[src/rtl/i3wf_pkg.sv]
// shared types, constants and helpers of the 3x3 window filter
`default_nettype none
package i3wf_pkg;

  localparam int MaxLine    = 1024;
  localparam int MaxLines   = 1024;
  localparam int StoreDepth = 2 * MaxLine + 4;
  localparam int AddrW      = $clog2(StoreDepth);
  localparam int DimW       = 11;
  localparam int CntW       = 21;
  localparam int PixW       = 8;
  localparam int ValW       = 11;
  localparam int ModeW      = 2;
  localparam int CfgIdxW    = 2;
  localparam int QDepth     = 4;
  localparam int GradW      = 12;

  typedef enum logic [ModeW-1:0] {
    MODE_PASS  = 2'd0,
    MODE_MEAN  = 2'd1,
    MODE_GAUSS = 2'd2,
    MODE_SOBEL = 2'd3
  } mode_t;

  typedef enum logic [CfgIdxW-1:0] {
    REG_FRAME_WIDTH  = 2'd0,
    REG_FRAME_HEIGHT = 2'd1,
    REG_FILTER_MODE  = 2'd2
  } cfg_reg_t;

  typedef enum logic [2:0] {
    BK_IDLE, BK_WRITE, BK_DIVPOS, BK_GATHER, BK_CALC, BK_DIVVAL, BK_OUT
  } bk_state_t;

  typedef struct packed {
    logic [DimW-1:0] width;
    logic [DimW-1:0] height;
    mode_t           mode;
  } cfg_t;

  typedef struct packed {
    logic             wr_en;
    logic [AddrW-1:0] wr_addr;
    logic [PixW-1:0]  wr_data;
    logic             emit;
    logic             frame_end;
    logic [CntW-1:0]  pos;
    logic [AddrW-1:0] pos_addr;
    logic [DimW-1:0]  width;
    logic [DimW-1:0]  height;
    mode_t            mode;
  } job_t;

  localparam logic [2:0] GaussW [9] = '{3'd1, 3'd2, 3'd1, 3'd2, 3'd4, 3'd2, 3'd1, 3'd2, 3'd1};
  localparam logic signed [2:0] SobX [9] = '{3'sd1, 3'sd0, -3'sd1, 3'sd2, 3'sd0, -3'sd2,
                                             3'sd1, 3'sd0, -3'sd1};
  localparam logic signed [2:0] SobY [9] = '{3'sd1, 3'sd2, 3'sd1, 3'sd0, 3'sd0, 3'sd0,
                                             -3'sd1, -3'sd2, -3'sd1};

  // ring address step, wraps at the store depth
  function automatic logic [AddrW-1:0] addr_incr(input logic [AddrW-1:0] a);
    logic [AddrW-1:0] r;
    if (a == AddrW'(StoreDepth - 1)) r = '0;
    else r = a + 1'b1;
    return r;
  endfunction

endpackage
`default_nettype wire

[src/rtl/i3wf_fifo.sv]
// job queue between front and back
`default_nettype none
module i3wf_fifo (
  input  wire logic           clk,
  input  wire logic           rst_n,
  input  wire i3wf_pkg::job_t push_data,
  input  wire logic           push_valid,
  output logic                push_ready,
  output i3wf_pkg::job_t      pop_data,
  output logic                pop_valid,
  input  wire logic           pop_ready
);
  import i3wf_pkg::*;

  localparam int PtrW = $clog2(QDepth);

  job_t              q_r [QDepth];
  logic [PtrW-1:0]   wp_r, rp_r;
  logic [PtrW:0]     cnt_r;
  logic              do_push, do_pop;

  assign push_ready = (cnt_r != (PtrW+1)'(QDepth));
  assign pop_valid  = (cnt_r != '0);
  assign pop_data   = q_r[rp_r];
  assign do_push    = push_valid && push_ready;
  assign do_pop     = pop_valid && pop_ready;

  always_ff @(posedge clk) begin
    if (do_push) q_r[wp_r] <= push_data;
  end

  always_ff @(posedge clk) begin
    if (!rst_n) begin
      wp_r  <= '0;
      rp_r  <= '0;
      cnt_r <= '0;
    end else begin
      if (do_push) wp_r <= wp_r + 1'b1;
      if (do_pop) rp_r <= rp_r + 1'b1;
      if (do_push && !do_pop) cnt_r <= cnt_r + 1'b1;
      else if (do_pop && !do_push) cnt_r <= cnt_r - 1'b1;
    end
  end

endmodule
`default_nettype wire

[config.mk]
export PLATFORM = sky130hd
export DESIGN_NAME = i3wf_fifo
export DESIGN_NICKNAME = d
export VERILOG_FILES = /design/src/rtl/i3wf_pkg.sv /design/src/rtl/i3wf_fifo.sv
export SDC_FILE = /design/constraint.sdc
export NUM_CORES = 1
export LEC_CHECK = 0
export BUFFER_PORTS_ARGS = -buffer_cell sky130_fd_sc_hd__buf_2
export CAP_MARGIN = 40
export CORE_MARGIN = 2
export CORE_UTILIZATION = 54
export CTS_BUF_LIST = sky130_fd_sc_hd__clkbuf_4 sky130_fd_sc_hd__clkbuf_8
export DETAILED_ROUTE_END_ITERATION = 6
export MAX_ROUTING_LAYER = met4
export PLACE_DENSITY = 0.87
export SYNTH_ARGS = -nofsm -noshare
export SYNTH_HDL_FRONTEND = slang
export SYNTH_SLANG_ARGS = --single-unit
[constraint.sdc]
create_clock -name clk -period 5.45 [get_ports clk]
set_input_delay 0.8175 -clock clk [delete_from_list [all_inputs] [get_ports clk]]
set_output_delay 0.8175 -clock clk [all_outputs]
set_load 0.1 [all_outputs]
==> results.md, run 1 <==
* Area growth, synth to finish at 16.60%
* Layout cells sized above 1 at 0.4759
* Worst skew pair latency at between 500 and 600 ps
* Post-Syn Instances at 466
* Hpwl dp at 12,700 um
* Synth Cell Area at 0.01211 sq mm
* Die H at 153.7 um
* Worst rel slew slack at 0.4799
* FMAX at 0.2732 GHz
* Longest Clk Path Bufs at 3
* Max Cap Viol at 0
* Total CTS buffers at 49
* Critical Path AT at about 2800 ps
* Fillers at ~1,400
* Post-synthesis cell type count at 24
* Count of final setup violators at 0
* Vias at about 5,500
* Post-Syn Area per Cell at 25.98 sq um
* # DRC at 0
* Total global routing track utilization at 0.1873
* Crit. End Element: output port
* CP Max Fanout at 38
* Most common cell after layout, fill and taps aside: edfxtp_1
* Boundary pin count at 166
* #FFs+latches synth at 329
* Min Tclk post-route at around 3700 ps
* CP Class: reg2out
* Period utilisation layout at 0.6716
* Post-Syn Nets at 556
* Die Width at about 150 um
* Setup Buffers After CTS at 0
* Synth warn at 0
* Cells along the critical path: buf_4 > mux4_2 > buf_2
* Initial antenna violation count at 3
* Sequential share of the synthesized area at 0.8087
* Buffers on Ports at 165
* FP Rows at 54
* Leading post-synthesis cells by cell area: edfxtp_1, mux4_2, dfxtp_1, buf_12, ha_1
* Clk slew on worst S/H paths at 60 ps
* GR Overflow Total at 0
* Slowest cell on the critical path: dfxtp_4
* Global-route wire length before repair at 33,090 um
* Startpoint types: flop
* Worst path max stage delay at 860 ps
* DP Area at 0.01315 sq mm
* Initial core utilization at 0.5530
* NumNets Final at 760
* Max Slew Vio Count at 0
* Endpoints failing hold at 0
* Core ar. at 0.02189 sq mm
* Fin util at 0.6448
* CTS tree: yes
* Design Area, Final at 0.01411 sq mm
* Largest net degree at the start of global routing at 49
* DRT antenna net count at 0
* Clock skew at 12.08 ps
* Unrepaired setup endpoints after global routing: false
* Setup_tns at 0 ps
* Hold Buf Count CTS at 0
* Worst slew pin tran at 780.1 ps
* WP data required at 4630 ps
* Run status: finished clean
* Routability congestion estimate at 0.6941
* Most frequent cells in the layout: edfxtp_1, buf_2, mux4_2
* Clock root buffer: clkbuf_8
* First DRT Iteration DRCs at 362
* Full die area at 0.02363 sq mm
* Hold crit path type: in2reg
* Vias in the first global route at 6,034
* Largest area contributor in the netlist: edfxtp_1
* H-tree level count at 2
* Sink Count at 329
* Top-area cell type share of the netlist area at 0.7938
* CTS resizes at 0
* Wirelength, routed at 21,230 um
* Vias per cell at 5.579
* Drt wl/cell at 21.46 um
* Drt first pass iters at 4
==> logic make-up (layout without fill, tap and decap cells) <==
family / Yosys count / after routing / share of synthesized area
DFF: 329 / 329 / 0.8087
muxes: 83 / 83 / 0.1513
buffers and inverters: 22 / 262 / 0.01902
and+or+nand+nor: 17 / 17 / 0.007545
adders and majority gates: 6 / 6 / 0.006822
AOI/OAI and AO/OA: 5 / 5 / 0.003721
xor gates and xnor gates: 4 / 4 / 0.002895
other: 0 / 3 / 0
==> final cells by class <==
class / instances / area, sq um / area share
Sequential cell: 329 / 9797 / 0.6941
Antenna cell: 3 / 7.507 / 0.0005319
Clock inverter: 17 / 98.84 / 0.007003
Timing Repair Buffer: 172 / 890.9 / 0.06311
Multi-Input combinational cell: 115 / 2096 / 0.1485
Clock buffer: 70 / 863.3 / 0.06116
Inverter: 3 / 11.26 / 0.0007978
Tap cell: 280 / 350.3 / 0.02482
==> per-stage QoR <==
| stage | instances | hold WS (ps) | setup WS [ps] |
|---|---|---|---|
| 2_1_floorplan | 466 | 467.7 | 2000 |
| 3_3_place_gp | 898 | 474.0 | 2256 |
| 3_5_place_dp | 899 | 499.2 | 2234 |
| 4_1_cts | 986 | 455.4 | 1636 |
| 5_1_grt | 989 | 457.8 | 1524 |
| 6_report | 989 | 490.9 | 1790 |
==> path summary, 6_finish.rpt <==
| path | start | endpoint | slack (ps) | cells after the start |
|---|---|---|---|---|
| max | flop | pop_data[33] | 1790 | 3 |
| max reg2reg | cnt_r[0] | q_r[0][50] | 2770 | 4 |
| min | push_data[17] | q_r[2][17] | 490 | 1 |
| min reg2reg | wp_r[1] | wp_r[1] | 510 | 2 |
==> flip-flops by register name (all words and copies together), names as in the netlist, named ones only <==
signal,flops
q_r,320
cnt_r,3
rp_r,2
wp_r,2
==> synthesized netlist by cell type <==
| library cell | count |
|---|---|
| edfxtp_1 | 320 |
| mux4_2 | 80 |
| dfxtp_1 | 9 |
| and2_1 | 8 |
| buf_12 | 8 |
| buf_2 | 8 |
| ha_1 | 5 |
| nand2_1 | 5 |
| inv_1 | 3 |
| mux2i_1 | 3 |
| xnor2_1 | 3 |
| or3_1 | 2 |
| a21boi_0 | 1 |
| a21boi_2 | 1 |
| buf_1 | 1 |
| buf_6 | 1 |
| clkbuf_1 | 1 |
| fa_1 | 1 |
| nor2_1 | 1 |
| nor2b_1 | 1 |
| o21ai_0 | 1 |
| o311ai_1 | 1 |
| o31ai_2 | 1 |
| xor2_1 | 1 |
==> layer usage <==
layer | vias to the layer above | global-route usage | routed length, um
met5 | - | - | 0
met4 | 0 | 0.05330 | 384
met3 | 33 | 0.04848 | 1537
met2 | 201 | 0.3014 | 10760
met1 | 2864 | 0.2408 | 8549
li1 | 2420 | - | -
==> critical path: cells and delay by family, from the launching register on <==
kind | cells | cell delay [ps]
flops | 1 | 860
buf+inv | 2 | 840
mux | 1 | 580
Power of run 1 is not shown: default switching activity piles up to over one toggle a cycle in this logic, so the estimate is an artifact.
==> run 2: changes to the inputs <==
Settings changed: ABC_AREA set to 1, PLACE_DENSITY 0.87 to 0.9.
Clock period 5.45 ns to 3.1 ns, I/O delays scaled along.
==> run 2 against run 1 <==
Effect of this change: design area increased by 6.4%; register-to-register slack got worse by 2000 ps; setup slack got worse by 1500 ps; final cell count increased by 36%; core utilization increased by 2.3 points; critical endpoint is now pop_data[30].
==> results.md, run 2 <==
* Total global routing track utilization at 0.2257 (+0.03837)
* Post-Syn Nets at 932 (+68%)
* DRT antenna net count at 0 (unchanged)
* Routability congestion estimate at 0.7549 (+8.8%)
* Max Slew Vio Count at 0 (unchanged)
* Setup_tns at 0 ps (unchanged)
* Ys async rst share at 0 (unchanged)
* Synth Flop Type: edfxtp_1
* Top Registers: q_r (320), cnt_r (3)
* NetSw at between 7000 and 8000 uW
* Clock skew at 15.11 ps (+3.028 ps)
* Most frequent cells in the layout: edfxtp_1, nor2_1, o21ai_0
* Clk slew on worst S/H paths at 60 ps (about the same)
* Vias at 7,686 (+39%)
* Design Area, Final at 0.01502 sq mm (+6.4%)
* Die H at 154.9 um (+0.79%)
* Switching Fraction at 0.4512
* Internal power at 8953 uW
* CP Class: reg2out
* Run status: finished clean
* Comb power frac at 0.463
* FP Rows at 55 (+1.9%)
* Top-area cell type share of the netlist area at 0.7810 (-0.01276)
* Boundary pin count at 166 (unchanged)
* Initial core utilization at 0.5467 (-0.006250)
* Drt wl/cell at 19.67 um (-8.4%)
* Clock root buffer: clkbuf_8
* Sink Count at 329 (unchanged)
* Period utilisation layout at 0.9104
* Post-Syn Area per Cell at 14.61 sq um (-44%)
* Worst rel slew slack at 0.5708 (+0.09083)
* Synth warn at 0 (unchanged)
* # DRC at 0 (unchanged)
* Startpoint types: flop
* Global-route wire length before repair at 40,970 um (+24%)
* Hpwl dp at 14,780 um (+16%)
* #FFs+latches synth at 329 (unchanged)
* Leading post-synthesis cells by cell area: edfxtp_1, o21ai_0, nor2_1, o22ai_1, dfxtp_1
* Max Cap Viol at 0 (unchanged)
* Longest Clk Path Bufs at 3 (unchanged)
* WP data required at 2630 ps (-2000 ps)
* Leakage at approximately 0.0053 uW
* Largest net degree at the start of global routing at 161 (+230%)
* Endpoints failing hold at 0 (unchanged)
* CTS tree: yes
* Number of synthesized flops with an enable pin at 320 (unchanged)
* Most flop-heavy register: q_r
* Max reg flops at 320 (unchanged)
* Core ar. at 0.02250 sq mm (+2.8%)
* Sequential share of the synthesized area at 0.7957 (-0.01299)
* Buffers on Ports at 165 (unchanged)
* NumNets Final at 1,110 (+46%)
* Min Tclk post-route at 2822 ps
* Area growth, synth to finish at 22.08%
* Seq pwr share at 0.339
* Most common cell after layout, fill and taps aside: edfxtp_1
* Post-Syn Instances at 842 (+81%)
* Worst slew pin tran at 643.9 ps (-136.2 ps)
* Total CTS buffers at 49 (unchanged)
* GR Overflow Total at 0 (unchanged)
* Synth top cells by count: edfxtp_1, nor2_1, o21ai_0
* Vias per cell at 5.727 (+2.7%)
* Post-synthesis cell type count at 20 (-17%)
* CTS resizes at 0 (unchanged)
* Setup Buffers After CTS at 0 (unchanged)
* CP Max Fanout at 160 (+320%)
* Synth Cell Area at 0.01230 sq mm (+1.6%)
* Initial antenna violation count at 3 (unchanged)
* FMAX at around 0.35 GHz
* Maximum vdd drop at 940.4 uV
* H-tree level count at 2 (unchanged)
* DP Area at 0.01411 sq mm (+7.3%)
* Hold Buf Count CTS at 0 (unchanged)
* Hold crit path type: in2reg
* First DRT Iteration DRCs at 691 (+91%)
* Crit. End Element: output port
* Vias in the first global route at 8,154 (+35%)
* Most frequent cell after synthesis: edfxtp_1
* Worst skew pair latency at 550 ps (about the same)
* Unrepaired setup endpoints after global routing: false
* P per Cell Area at 1086 mW/mm^2
* Largest area contributor in the netlist: edfxtp_1
* Drt first pass iters at 5 (+1)
* Critical Path AT at 2360 ps (-480 ps)
* Die Width at 154.9 um (+0.79%)
* Clock group share of total power at 0.198
* Wirelength, routed at 26,400 um (+24%)
* Full die area at 0.02401 sq mm (+1.6%)
* Layout cells sized above 1 at 0.2476 (-0.2283)
* Count of final setup violators at 0 (unchanged)
## run 2: cell types whose count changed after synthesis, sizes merged, moves of 3 or more
cell    previous run  this run
mux4              80         0
o22ai              0        80
mux2i              3         0
buf               18        14
and2               8         0
a21oi              0         3
o21ai              1       161
nand2              5        15
nand3              0         4
xnor2              3         0
inv                3        16
nor2               1       174
clkbuf             1        38
## run 2: cells by family (layout without fill, tap and decap cells)
kind of cell,after synthesis,count (layout),synth area share
fa+ha+maj,6,6,0.006712
compound gates,244,244,0.1074
flops,329,329,0.7957
buf+inv,68,280,0.02959
other cells,0,3,0
simple gates,194,194,0.05990
xor+xnor,1,1,0.0007120
## run 2: layout make-up
cell class	count	area [sq um]
timing repair buffer	179	1712
inverter	16	65.06
clock buffer	67	822.0
sequential	329	9794
antenna	3	7.507
multi-input combinational	445	2182
clock inverter	18	80.08
tap	285	356.6
fill	1481	7483
## run 2: critical path, cell delays in order, from the launching register on
cell     delay [ps]
dfxtp_4         380
buf_12          490
o21ai_0         230
o22ai_1         210
buf_2           450
## run 2: stage by stage
stage / hold slack, ps / instances / total power [uW] / setup slack [ps] / util
after floorplan: 464.8 / 842 / 10970 / 157.8 / -
after global placement: 483.7 / 1254 / 13020 / 909.4 / 0.6270
after detailed placement: 494.0 / 1254 / 13200 / 846.5 / 0.6270
after CTS: 89.46 / 1339 / 16420 / 223.2 / 0.6671
after global routing: 91.60 / 1342 / 16890 / 72.01 / 0.6674
final: 126.1 / 1342 / 16310 / 277.9 / 0.6674
## run 2: final timing paths
path,start,to,slack [ps],cells after the start
max,flop,pop_data[30],280,4
min,push_data[18],q_r[0][18],130,1
max reg2reg,cnt_r[1],cnt_r[1],790,9
min reg2reg,rp_r[0],rp_r[0],510,2
## run 2: metal layers
| metal | vias to the layer above | wire length (um) | track usage |
|---|---|---|---|
| met5 | - | 0 | - |
| met1 | 3765 | 9917 | 0.2601 |
| met3 | 50 | 2074 | 0.05014 |
| li1 | 3516 | - | - |
| met2 | 355 | 13800 | 0.3911 |
| met4 | 0 | 607 | 0.08157 |
## run 2: power groups by stage
stage	combinational, uW	clock, uW	sequential (uW)
floorplan	5380	0	5590
global placement	7430	0	5600
detailed placement	7570	0	5630
CTS	7590	3290	5540
global route	7840	3490	5570
finish	7550	3230	5540
Power figures use the tool's default switching activity.
