==> config.mk <==
export PLATFORM = sky130hd
export DESIGN_NAME = i3wf_front_flat
export DESIGN_NICKNAME = d
export VERILOG_FILES = /design/src/rtl/i3wf_pkg.sv /design/src/rtl/i3wf_ifs.sv /design/src/rtl/i3wf_front.sv /design/src/flat_wrapper.sv
export SDC_FILE = /design/constraint.sdc
export NUM_CORES = 1
export LEC_CHECK = 0
export ABC_CLOCK_PERIOD_IN_PS = 24600
export BUFFER_PORTS_ARGS = -buffer_cell sky130_fd_sc_hd__buf_2
export CORE_MARGIN = 2
export CORE_UTILIZATION = 40
export CTS_CLUSTER_DIAMETER = 100
export DETAILED_ROUTE_END_ITERATION = 16
export PLACE_DENSITY = 0.58
export SETUP_SLACK_MARGIN = 0.2
export SYNTH_ARGS = -nofsm -noshare
export SYNTH_HDL_FRONTEND = slang
export SYNTH_SLANG_ARGS = --single-unit
==> constraint.sdc <==
create_clock -name clk -period 24.6 [get_ports clk]
set_input_delay 2.46 -clock clk [delete_from_list [all_inputs] [get_ports clk]]
set_output_delay 2.46 -clock clk [all_outputs]
set_load 0.02 [all_outputs]
==> src/rtl/i3wf_pkg.sv <==
// shared types, constants and helpers of the 3x3 window filter
`default_nettype none
package i3wf_pkg;

  localparam int MaxLine    = 1024;
  localparam int MaxLines   = 1024;
  localparam int StoreDepth = 2 * MaxLine + 4;
  localparam int AddrW      = $clog2(StoreDepth);
  localparam int DimW       = 11;
  localparam int CntW       = 21;
  localparam int PixW       = 8;
  localparam int ValW       = 11;
  localparam int ModeW      = 2;
  localparam int CfgIdxW    = 2;
  localparam int QDepth     = 4;
  localparam int GradW      = 12;

  typedef enum logic [ModeW-1:0] {
    MODE_PASS  = 2'd0,
    MODE_MEAN  = 2'd1,
    MODE_GAUSS = 2'd2,
    MODE_SOBEL = 2'd3
  } mode_t;

  typedef enum logic [CfgIdxW-1:0] {
    REG_FRAME_WIDTH  = 2'd0,
    REG_FRAME_HEIGHT = 2'd1,
    REG_FILTER_MODE  = 2'd2
  } cfg_reg_t;

  typedef enum logic [2:0] {
    BK_IDLE, BK_WRITE, BK_DIVPOS, BK_GATHER, BK_CALC, BK_DIVVAL, BK_OUT
  } bk_state_t;

  typedef struct packed {
    logic [DimW-1:0] width;
    logic [DimW-1:0] height;
    mode_t           mode;
  } cfg_t;

  typedef struct packed {
    logic             wr_en;
    logic [AddrW-1:0] wr_addr;
    logic [PixW-1:0]  wr_data;
    logic             emit;
    logic             frame_end;
    logic [CntW-1:0]  pos;
    logic [AddrW-1:0] pos_addr;
    logic [DimW-1:0]  width;
    logic [DimW-1:0]  height;
    mode_t            mode;
  } job_t;

  localparam logic [2:0] GaussW [9] = '{3'd1, 3'd2, 3'd1, 3'd2, 3'd4, 3'd2, 3'd1, 3'd2, 3'd1};
  localparam logic signed [2:0] SobX [9] = '{3'sd1, 3'sd0, -3'sd1, 3'sd2, 3'sd0, -3'sd2,
                                             3'sd1, 3'sd0, -3'sd1};
  localparam logic signed [2:0] SobY [9] = '{3'sd1, 3'sd2, 3'sd1, 3'sd0, 3'sd0, 3'sd0,
                                             -3'sd1, -3'sd2, -3'sd1};

  // ring address step, wraps at the store depth
  function automatic logic [AddrW-1:0] addr_incr(input logic [AddrW-1:0] a);
    logic [AddrW-1:0] r;
    if (a == AddrW'(StoreDepth - 1)) r = '0;
    else r = a + 1'b1;
    return r;
  endfunction

endpackage
`default_nettype wire

==> src/rtl/i3wf_ifs.sv <==
// channel interfaces of the 3x3 window filter
`default_nettype none
interface i3wf_in_if;
  logic                      valid;
  logic                      ready;
  logic                      pixel_valid;
  logic [i3wf_pkg::PixW-1:0] pixel_value;
  modport source (output valid, pixel_valid, pixel_value, input ready);
  modport sink   (input valid, pixel_valid, pixel_value, output ready);
endinterface

`default_nettype wire

==> src/rtl/i3wf_front.sv <==
// front end: frame counters, store addressing and job classification
`default_nettype none
module i3wf_front (
  input  wire logic          clk,
  input  wire logic          rst_n,
  i3wf_in_if.sink            in_ch,
  input  wire i3wf_pkg::cfg_t cfg,
  output i3wf_pkg::job_t     push_data,
  output logic               push_valid,
  input  wire logic          push_ready
);
  import i3wf_pkg::*;

  logic [DimW-1:0]  w, h;
  logic [CntW-1:0]  total;
  logic [CntW-1:0]  ic_r, ic_nxt, oc_r, oc_nxt;
  logic [AddrW-1:0] ia_r, ia_nxt, oa_r, oa_nxt;
  logic             accept;
  job_t             job;

  always_comb begin
    if (cfg.width == '0) w = DimW'(1);
    else if (cfg.width > DimW'(MaxLine)) w = DimW'(MaxLine);
    else w = cfg.width;
    if (cfg.height == '0) h = DimW'(1);
    else if (cfg.height > DimW'(MaxLines)) h = DimW'(MaxLines);
    else h = cfg.height;
    total = CntW'(w) * CntW'(h);
  end

  assign in_ch.ready = push_ready;
  assign push_valid  = in_ch.valid;
  assign accept      = in_ch.valid && push_ready;
  assign push_data   = job;

  always_comb begin
    ic_nxt = ic_r;
    oc_nxt = oc_r;
    ia_nxt = ia_r;
    oa_nxt = oa_r;
    job    = '0;
    // leftover count from a shrunk geometry
    if (oc_nxt >= total) begin
      ic_nxt = '0;
      oc_nxt = '0;
      ia_nxt = '0;
      oa_nxt = '0;
    end
    if (in_ch.pixel_valid && ic_nxt < total) begin
      job.wr_en   = 1'b1;
      job.wr_addr = ia_nxt;
      job.wr_data = in_ch.pixel_value;
      ic_nxt      = ic_nxt + 1'b1;
      ia_nxt      = addr_incr(ia_nxt);
    end
    if (ic_nxt >= total ||
        {1'b0, ic_nxt} >= {1'b0, oc_nxt} + (CntW+1)'(w) + (CntW+1)'(2)) begin
      job.emit     = 1'b1;
      job.pos      = oc_nxt;
      job.pos_addr = oa_nxt;
      oc_nxt       = oc_nxt + 1'b1;
      oa_nxt       = addr_incr(oa_nxt);
      if (oc_nxt >= total) begin
        job.frame_end = 1'b1;
        ic_nxt = '0;
        oc_nxt = '0;
        ia_nxt = '0;
        oa_nxt = '0;
      end
    end
    job.width  = w;
    job.height = h;
    job.mode   = cfg.mode;
  end

  always_ff @(posedge clk) begin
    if (!rst_n) begin
      ic_r <= '0;
      oc_r <= '0;
      ia_r <= '0;
      oa_r <= '0;
    end else if (accept) begin
      ic_r <= ic_nxt;
      oc_r <= oc_nxt;
      ia_r <= ia_nxt;
      oa_r <= oa_nxt;
    end
  end

endmodule
`default_nettype wire

==> src/flat_wrapper.sv <==
// flat-port wrapper written by rule: the top's interface ports become plain ports
module i3wf_front_flat import i3wf_pkg::*;
  (clk, rst_n, cfg, push_data, push_valid, push_ready, in_ch_valid, in_ch_pixel_valid, in_ch_pixel_value, in_ch_ready);
  i3wf_in_if in_ch_i ();
  input  wire logic clk;
  input  wire logic rst_n;
  input  wire i3wf_pkg::cfg_t cfg;
  output i3wf_pkg::job_t push_data;
  output logic push_valid;
  input  wire logic push_ready;
  input wire logic [$bits(in_ch_i.valid)-1:0] in_ch_valid;
  input wire logic [$bits(in_ch_i.pixel_valid)-1:0] in_ch_pixel_valid;
  input wire logic [$bits(in_ch_i.pixel_value)-1:0] in_ch_pixel_value;
  output wire logic [$bits(in_ch_i.ready)-1:0] in_ch_ready;
  assign in_ch_i.valid = in_ch_valid;
  assign in_ch_i.pixel_valid = in_ch_pixel_valid;
  assign in_ch_i.pixel_value = in_ch_pixel_value;
  assign in_ch_ready = in_ch_i.ready;
  i3wf_front u_core (.clk(clk), .rst_n(rst_n), .in_ch(in_ch_i), .cfg(cfg), .push_data(push_data), .push_valid(push_valid), .push_ready(push_ready));
endmodule
==> impl_metrics.toml, run 1 <==
[floorplanning]
die_w_um = 179
initial_core_util_pct = 40.9
die_area_sq_um = 31900
row_count = 63
io_pins = 119
chipHeight_um = 179
core-area_sq_um = 29900

[synthesis]
synth_cell_type_count = 90
synthMuxAreaShare_pct = 0.748
syn_inst = 1578
synth-adder-area-share_pct = 30.8
yosys_warnings = 0
synth_top_family_by_area = "adder cells"
synth_compound_area_share_pct = 18.8
synth.most_common_cell = "ha_1"
synthXorXnorAreaFrac_pct = 5.83
postSynth.asyncResetShare_pct = 0
synth.area.top_cells = "ha_1 (17%), fa_1 (13%), dfxtp_1 (11%)"
syn_area_per_cell_sq_um = 7.74
ys_ff_latch = 66
synthSimpleGateAreaFrac_pct = 25.0
synth_ff_type = "dfxtp_1"
yosys-top-cells-count = "ha_1 (170), nand2_1 (158), inv_1 (153)"
synth_edf_count = 0
synth.cell_area_sq_um = 12200
seq_area_frac_synth_pct = 10.8
syn-num-nets = 1865
synth_top_cell_by_area = "ha_1"
synth_top_area_share_pct = 17.4

[pwr]
p_leak_nw = 6.72
peakVddDrop_mv = 0.0252
totalPowerFinal_w = 0.000479
power_density_nw_per_um2 = 35.9

[timing]
fin_skew_ns = 0.00605
timing.hold.ws_ns = 0.497
slew_viol_final = 0
rsz0062_at_grt = "false"
slew_headroom_pct = 36.4
max_clock_freq_mhz = 47.3
finalSetupViolCount = 0
fin_crit_sh_pct = 85.9
hold_viol = 0
final.min_clock_period_ns = 21.13
worst_pin_slew_ns = 0.954
tns_ns = 0

[setup_path]
r2r_slack_ns = 13.53
slowest_delay_ns = 0.84
start_kind = "input port"
r2r-end = "u_core.ic_r[13]$_SDFFE_PN0P_"
critPathRequiredTime_ns = 22.14
crit_type = "input port to output pin"
reg2reg_from = "u_core.oc_r[4]$_SDFFE_PN0P_"
critPathCaptureType = "output pin"
r2r_cells = 37
slowest_stage = "a21oi_1"
path_max_fanout = 36
worstPathArrival_ns = 18.67

[global_routing]
grt_pass1_wl_um = 62900
grt_use_total_pct = 25.4
grt_max_degree = 79
antenna_found_initial = 0
grt_pass1_vias = 11300
overflow = 0

[place]
placed_area_sq_um = 13000
dp_hpwl_um = 31600
io_buffer_count = 114
routabilityCongestion = 0.968

[cts]
clock-root-buffer = "clkbuf_16"
cts_resized = 0
cts_max_path_buffers = 2
cts_num_sinks = 66
insertion_delay_ns = 0.34
cts_setup_buffers = 0
cts_inserted_buffers = 9
clkTransAtPathRegs_ns = 0.06
cts_tree = "built"
hold_buffers = 0
cts_max_level = 3

[min_path]
hold_start = "u_core.ic_r[5]$_SDFFE_PN0P_"
hold_path.class = "register to register"
min_to = "u_core.ic_r[5]$_SDFFE_PN0P_"
whs_path_depth = 2

[final_layout]
drive_above_1_share_pct = 11.1
final_util_pct = 44.6
nFillCells = 3055
seq_area_sq_um = 1320
final_area_sq_um = 13300
multi_input_area_sq_um = 9940
insertedDiodeCount = 0
finalNetCount = 1920
area_growth_pct = 9.12

[run_status]
status = "completed"

[flow_run]
maxCapViolCount = 0

[drt]
drtPass1Iterations = 5
drc = 0
wl_per_cell_um = 19.8
route.vias.total = 11700
drtIter0Drc = 863
routed_wl_um = 40100
avgViaCountPerCell = 5.76
drt.antenna.violating_nets = 0
-- cell usage in the layout (no fill, tap or decap), types with 49 or more instances in the layout --
cell type,instances
a21oi_1,58
and3_1,66
buf_2,114
dfxtp_1,66
fa_1,80
ha_1,170
inv_1,153
nand2_1,158
nand3_1,61
nor2_1,137
xnor2_1,49
-- final cells by class --
cell class / count / share of cell area, %
multi-input combinational: 1267 / 74.6
sequential: 66 / 9.91
timing repair buffer: 129 / 5.13
inverter: 160 / 4.51
tap: 390 / 3.66
clock buffer: 10 / 1.72
clock inverter: 6 / 0.498
-- flip-flops by register name (all words and copies together), names as in the netlist --
| name | flops |
|---|---|
| u_core.ic_r | 21 |
| u_core.oc_r | 21 |
| u_core.ia_r | 12 |
| u_core.oa_r | 12 |
-- critical path: cells and delay by family --
| family | cells | cell delay [ns] |
|---|---|---|
| and+or+nand+nor | 8 | 1.79 |
| AOI/OAI and AO/OA | 26 | 7.38 |
| xor gates and xnor gates | 2 | 0.79 |
| buffers and inverters | 9 | 1.87 |
| adders and majority gates | 10 | 4.27 |
-- kinds of logic after synthesis --
kind of cell,after synthesis
mux,9
compound gates,315
flops,66
simple gates,612
xor+xnor,78
fa+ha+maj,253
buf+inv,245
-- power breakdown --
group | switching (W) | internal (W)
clock | 0.0000542 | 0.0000787
sequential | 0.00000152 | 0.000108
combinational | 0.000151 | 0.0000859
total | 0.000206 | 0.000273
-- routing by layer --
metal | global-route usage, % | up-vias | share of wire, %
li1 | - | 5644 | -
met1 | 35.1 | 5610 | 47
met2 | 40.5 | 393 | 44
met3 | 5.22 | 43 | 7.0
met4 | 6.17 | 0 | 2.1
met5 | 0 | - | 0
-- metrics by stage --
step	worst slack [ns]	instances
2_1_floorplan	6.31	1578
3_3_place_gp	4.21	2012
3_5_place_dp	3.72	2012
4_1_cts	3.64	2028
5_1_grt	2.49	2028
6_report	3.47	2028
-- worst max-delay path by stage --
stage | slack, ns | endpoint | start
after floorplan | 6.31 | push_data[54] | cfg[23]
after CTS | 3.64 | push_data[55] | cfg[23]
final | 3.47 | push_data[30] | cfg[23]
after detailed placement | 3.72 | push_data[55] | cfg[23]
after global placement | 4.21 | push_data[48] | cfg[23]
after global routing | 2.49 | push_data[55] | cfg[23]
No activity file was read; power rests on OpenSTA's default activity.
==> run 2, diff against run 1 <==
ABC_AREA = 1   (was default)
PLACE_DENSITY = 0.57   (was 0.58)
==> impl_metrics.toml, run 2 <==
[min_path]
hold_path.class = "register to register"

[setup_path]
crit_top_cell = "nand2_1"
start_kind = "input port"
worstPathArrival_ns = 16.96
crit_type = "input port to output pin"
slowest_delay_ns = 0.59
critPathCaptureType = "output pin"
r2r_slack_ns = 15.12
critPathRequiredTime_ns = 22.14
slowest_stage = "nand2_2"
path_max_fanout = 52

[cts]
clock-root-buffer = "clkbuf_16"
insertion_delay_ns = 0.35
cts_resized = 0
cts_max_level = 3
cts_inserted_buffers = 9
cts_max_path_buffers = 2
hold_buffers = 0
cts_num_sinks = 66
clkTransAtPathRegs_ns = 0.06
cts_tree = "built"
cts_setup_buffers = 0

[final_layout]
mostFrequentLayoutCells = "nand2_1 (420), inv_1 (382), nor2_1 (281), nand3_1 (170), ha_1 (170)"
mostFrequentLayoutCell = "nand2_1"
area_growth_pct = 8.67
reg_top3 = "u_core.ic_r (21), u_core.oc_r (21)"
drive_above_1_share_pct = 9.40
insertedDiodeCount = 0
nFillCells = 3328
finalNetCount = 2389
final_area_sq_um = 14000

[run_status]
status = "completed"

[drt]
route.vias.total = 13000
wl_per_cell_um = 16.6
routed_wl_um = 41600
avgViaCountPerCell = 5.17
drt.antenna.violating_nets = 0
drtPass1Iterations = 6
drc = 0
drtIter0Drc = 1088

[pwr]
p_leak_nw = 7.62
power_frac_comb_pct = 59.7
seqPwrFrac_pct = 18.0
peakVddDrop_mv = 0.0362
switching_share_pct = 50.6
clock_power_share_pct = 22.4
totalPowerFinal_w = 0.000647
p_int_w = 0.000320
p_sw_w = 0.000327
power_density_nw_per_um2 = 46.3

[place]
dp_hpwl_um = 33400
placed_area_sq_um = 13700
io_buffer_count = 114
routabilityCongestion = 0.961
pre_cts_ws_ns = 5.33

[synthesis]
ys_ff_latch = 66
synth.most_common_cell = "nand2_1"
synth_top_cell_by_area = "ha_1"
seq_area_frac_synth_pct = 10.3
syn-num-nets = 2313
synth.cell_area_sq_um = 12900
syn_inst = 2026
yosys_warnings = 0
synth_cell_type_count = 50
synth_top_area_share_pct = 16.5
synth_ff_type = "dfxtp_1"
yosys-top-cells-count = "nand2_1 (421), inv_1 (383), nor2_1 (281)"
postSynth.asyncResetShare_pct = 0
syn_area_per_cell_sq_um = 6.35
synth.area.top_cells = "ha_1 (17%), fa_1 (12%), nand2_1 (12%)"
synth_edf_count = 0

[timing]
hold_viol = 0
slew_headroom_pct = 44.3
final.min_clock_period_ns = 19.42
rsz0062_at_grt = "false"
fin_skew_ns = 0.0142
max_clock_freq_mhz = 51.5
fin_crit_sh_pct = 79.0
setup_slack_ns = 5.18
tns_ns = 0
worst_pin_slew_ns = 0.832
finalSetupViolCount = 0
slew_viol_final = 0

[floorplanning]
die_w_um = 183
die_area_sq_um = 33600
chipHeight_um = 183
io_pins = 119
core-area_sq_um = 31600
row_count = 65
initial_core_util_pct = 40.7

[global_routing]
grt_pass1_vias = 12400
overflow = 0
grt_max_degree = 67
grt_use_total_pct = 25.2
grt_pass1_wl_um = 66800
antenna_found_initial = 0

[flow_run]
maxCapViolCount = 0
-- run 2: cell types whose count changed in the layout (fill, tap and decap cells not counted), moves of 61 or more --
cell	before	now
and3_1	66	1
nand2_1	158	420
nor2_1	137	281
a21oi_1	58	119
nand3_1	61	170
inv_1	153	382
-- run 2: power groups by stage --
stage,combinational (W),clock (W),sequential [W]
finish,0.000386,0.000145,0.000116
global route,0.000435,0.000153,0.000116
detailed placement,0.000382,0,0.000118
global placement,0.000379,0,0.000118
floorplan,0.000280,0,0.000117
CTS,0.000385,0.000148,0.000116
-- run 2: metrics by stage --
stage | util (%) | std cells | hold WS [ns]
finish | 44.2 | 2509 | 0.463
global route | 44.2 | 2509 | 0.481
CTS | 44.2 | 2509 | 0.465
detailed placement | 43.2 | 2493 | 0.456
global placement | 43.2 | 2493 | 0.453
floorplan | - | 2026 | 0.445
-- run 2: area by class of cell --
class,count,area [sq um],share of cell area [%]
flip-flops and latches,66,1320,9.44
repair buffers,125,653,4.67
inverters,408,1540,11.0
well taps,402,503,3.60
multi-input cells,1492,9660,69.0
clock buffers,10,229,1.64
clock inverters,6,88.8,0.635
-- run 2: worst max-delay path: cells and delay by family --
kind	cells	cell delay [ns]
fa+ha+maj	9	3.79
simple gates	30	5.35
xor+xnor	1	0.49
buf+inv	13	1.93
compound gates	16	2.80
-- run 2: path summary, 6_finish.rpt --
kind	depth (start not counted)	to	start
worst min-delay path	2	u_core.ia_r[3]$_SDFFE_PN0P_	u_core.ia_r[3]$_SDFFE_PN0P_
worst max-delay path	69	push_data[57]	cfg[23]
worst max register to register	56	u_core.ia_r[2]$_SDFFE_PN0P_	u_core.oc_r[4]$_SDFFE_PN0P_
worst min register to register	2	u_core.ia_r[3]$_SDFFE_PN0P_	u_core.ia_r[3]$_SDFFE_PN0P_
-- run 2: cell families (layout without fill, tap and decap cells) --
logic type,count (synthesis),after routing,synth area share (%)
AND/OR/NAND/NOR,991,991,33.3
flip-flops,66,66,10.3
adder cells (fa/ha/maj),250,250,29.0
AO/OA/AOI/OAI,172,172,7.41
XOR/XNOR,79,79,5.37
buffers and inverters,468,549,14.7
-- run 2: layer usage --
layer	vias up	GRT usage, %	share of wire, %
li1	6493	-	-
met1	6014	34.8	46
met2	412	40.8	45
met3	57	2.88	6.5
met4	0	8.90	3.3
met5	-	0	0
==> run 3, diff against run 2 <==
ABC_CLOCK_PERIOD_IN_PS = 19550   (was 24600)
clock period = 19.55 ns   (was 24.6 ns; I/O delays follow)
==> impl_metrics.toml, run 3 (synthesis results as in run 2) <==
[floorplanning]
row_count = 65
die_area_sq_um = 33600
core-area_sq_um = 31600
chipHeight_um = 183
io_pins = 119
die_w_um = 183
initial_core_util_pct = 40.7

[global_routing]
grt_pass1_wl_um = 66900
antenna_found_initial = 0
grt_max_degree = 67
grt_use_met1_pct = 34.3
grt_pass1_vias = 12600
grt_use_total_pct = 25.2
use_met2_pct = 41.9
busiest_layer = "met2"
overflow = 0
grtUsageMet3_pct = 2.34

[setup_path]
crit_type = "input port to output pin"
start_kind = "input port"
r2r_cells = 58
slowest_stage = "inv_4"
r2r_slack_ns = 10.88
crit_start = "cfg[23]"
path_max_fanout = 55
critPathCapture = "push_data[51]"
critPathCaptureType = "output pin"
crit_top_cell = "nand2_1"
slowest_delay_ns = 0.58
reg2reg_from = "u_core.oc_r[4]$_SDFFE_PN0P_"
worstPathArrival_ns = 16.19
critPathRequiredTime_ns = 17.59
r2r-end = "u_core.oc_r[20]$_SDFFE_PN0P_"

[cts]
cts_max_path_buffers = 2
cts_setup_buffers = 0
insertion_delay_ns = 0.35
cts_tree = "built"
clkTransAtPathRegs_ns = 0.06
cts_num_sinks = 66
cts_inserted_buffers = 9
cts_max_level = 3
clock-root-buffer = "clkbuf_16"

[final_layout]
multi_input_area_sq_um = 9670
final_util_pct = 44.3
finalNonFillerCells = 2511
finalNetCount = 2391
insertedDiodeCount = 0
drive_above_1_share_pct = 9.53
area_growth_pct = 8.78
seq_area_sq_um = 1320
mostFrequentLayoutCell = "nand2_1"
mostFrequentLayoutCells = "nand2_1 (420), inv_1 (382), nor2_1 (281), nand3_1 (170), ha_1 (170)"
reg_top3 = "u_core.ic_r (21), u_core.oc_r (21)"
nFillCells = 3357

[pwr]
peakVddDrop_mv = 0.0456
power_density_nw_per_um2 = 58.1
p_leak_nw = 7.63

[place]
io_buffer_count = 114
routabilityCongestion = 0.953
dp.cells = 2495
pre_cts_ws_ns = 1.40
dp_hpwl_um = 33000

[drt]
avgViaCountPerCell = 5.19
drtPass1Iterations = 6
drt.antenna.violating_nets = 0
drtIter0Drc = 826
route.vias.total = 13000
wl_per_cell_um = 16.5
routed_wl_um = 41400
drc = 0

[min_path]
hold_path.class = "register to register"

[timing]
fin_skew_ns = 0.00871
slew_viol_final = 0
finalSetupViolCount = 0
hold_viol = 0
rsz0062_at_grt = "false"
max_clock_freq_mhz = 55.1
final.min_clock_period_ns = 18.14
slew_headroom_pct = 44.2
setup_slack_ns = 1.41
fin_crit_sh_pct = 92.8
tns_ns = 0
worst_pin_slew_ns = 0.837
timing.hold.ws_ns = 0.464

[flow_run]
maxCapViolCount = 0

[run_status]
status = "completed"
==> run 3: changes by cell type in the layout (fill, tap and decap cells not counted), sizes merged <==
cell | previous run | this run
buf | 125 | 127
bufinv | 2 | 1
clkinv | 11 | 12
==> run 3: how the worst min path moves through the flow <==
stage	slack [ns]	cells after the start	from	endpoint
2_1_floorplan	0.45	2	u_core.ia_r[2]$_SDFFE_PN0P_	u_core.ia_r[2]$_SDFFE_PN0P_
4_1_cts	0.46	2	u_core.oc_r[0]$_SDFFE_PN0P_	u_core.oc_r[0]$_SDFFE_PN0P_
3_5_place_dp	0.46	2	u_core.oc_r[0]$_SDFFE_PN0P_	u_core.oc_r[0]$_SDFFE_PN0P_
5_1_grt	0.49	2	u_core.ia_r[8]$_SDFFE_PN0P_	u_core.ia_r[8]$_SDFFE_PN0P_
3_3_place_gp	0.45	2	u_core.oc_r[0]$_SDFFE_PN0P_	u_core.oc_r[0]$_SDFFE_PN0P_
6_report	0.46	2	u_core.ia_r[3]$_SDFFE_PN0P_	u_core.ia_r[3]$_SDFFE_PN0P_
==> run 3: routing by layer <==
layer | vias to the layer above | routed length (um)
met2 | 377 | 19000
met1 | 6095 | 19200
met4 | 0 | 1140
met5 | - | 0
met3 | 50 | 2060
li1 | 6501 | -
==> run 3: layout make-up <==
cell class	count	area share, %
clock buffers	10	1.71
clock inverters	6	0.456
inverters	408	11.0
multi-input cells	1492	69.1
flip-flops and latches	66	9.43
well taps	402	3.59
repair buffers	127	4.77
==> run 3: power breakdown <==
| group | switching (W) | internal [W] | total (W) |
|---|---|---|---|
| Sequential | 0.00000567 | 0.000140 | 0.000146 |
| Clock | 0.0000738 | 0.000102 | 0.000176 |
| Combinational | 0.000339 | 0.000152 | 0.000491 |
| Total | 0.000418 | 0.000395 | 0.000813 |
==> run 3: critical path, delay by kind of cell <==
| family | cells | cell delay (ns) |
|---|---|---|
| compound gates | 15 | 2.59 |
| xor+xnor | 1 | 0.54 |
| simple gates | 28 | 4.13 |
| fa+ha+maj | 9 | 3.85 |
| buf+inv | 15 | 2.94 |
==> run 3: per-stage QoR <==
| step | total power (W) | cell area [sq um] |
|---|---|---|
| after global placement | 0.000629 | 13700 |
| after floorplan | 0.000499 | 12900 |
| after CTS | 0.000815 | 14000 |
| after detailed placement | 0.000633 | 13700 |
| final | 0.000813 | 14000 |
| after global routing | 0.000882 | 14000 |
==> run 3: repair_timing <==
action                                  in CTS  in global routing
gates resized for setup                      0                  2
hold buffers                                 0                  0
endpoints found under the setup margin       0                 27
endpoints found under the hold margin        0                  0
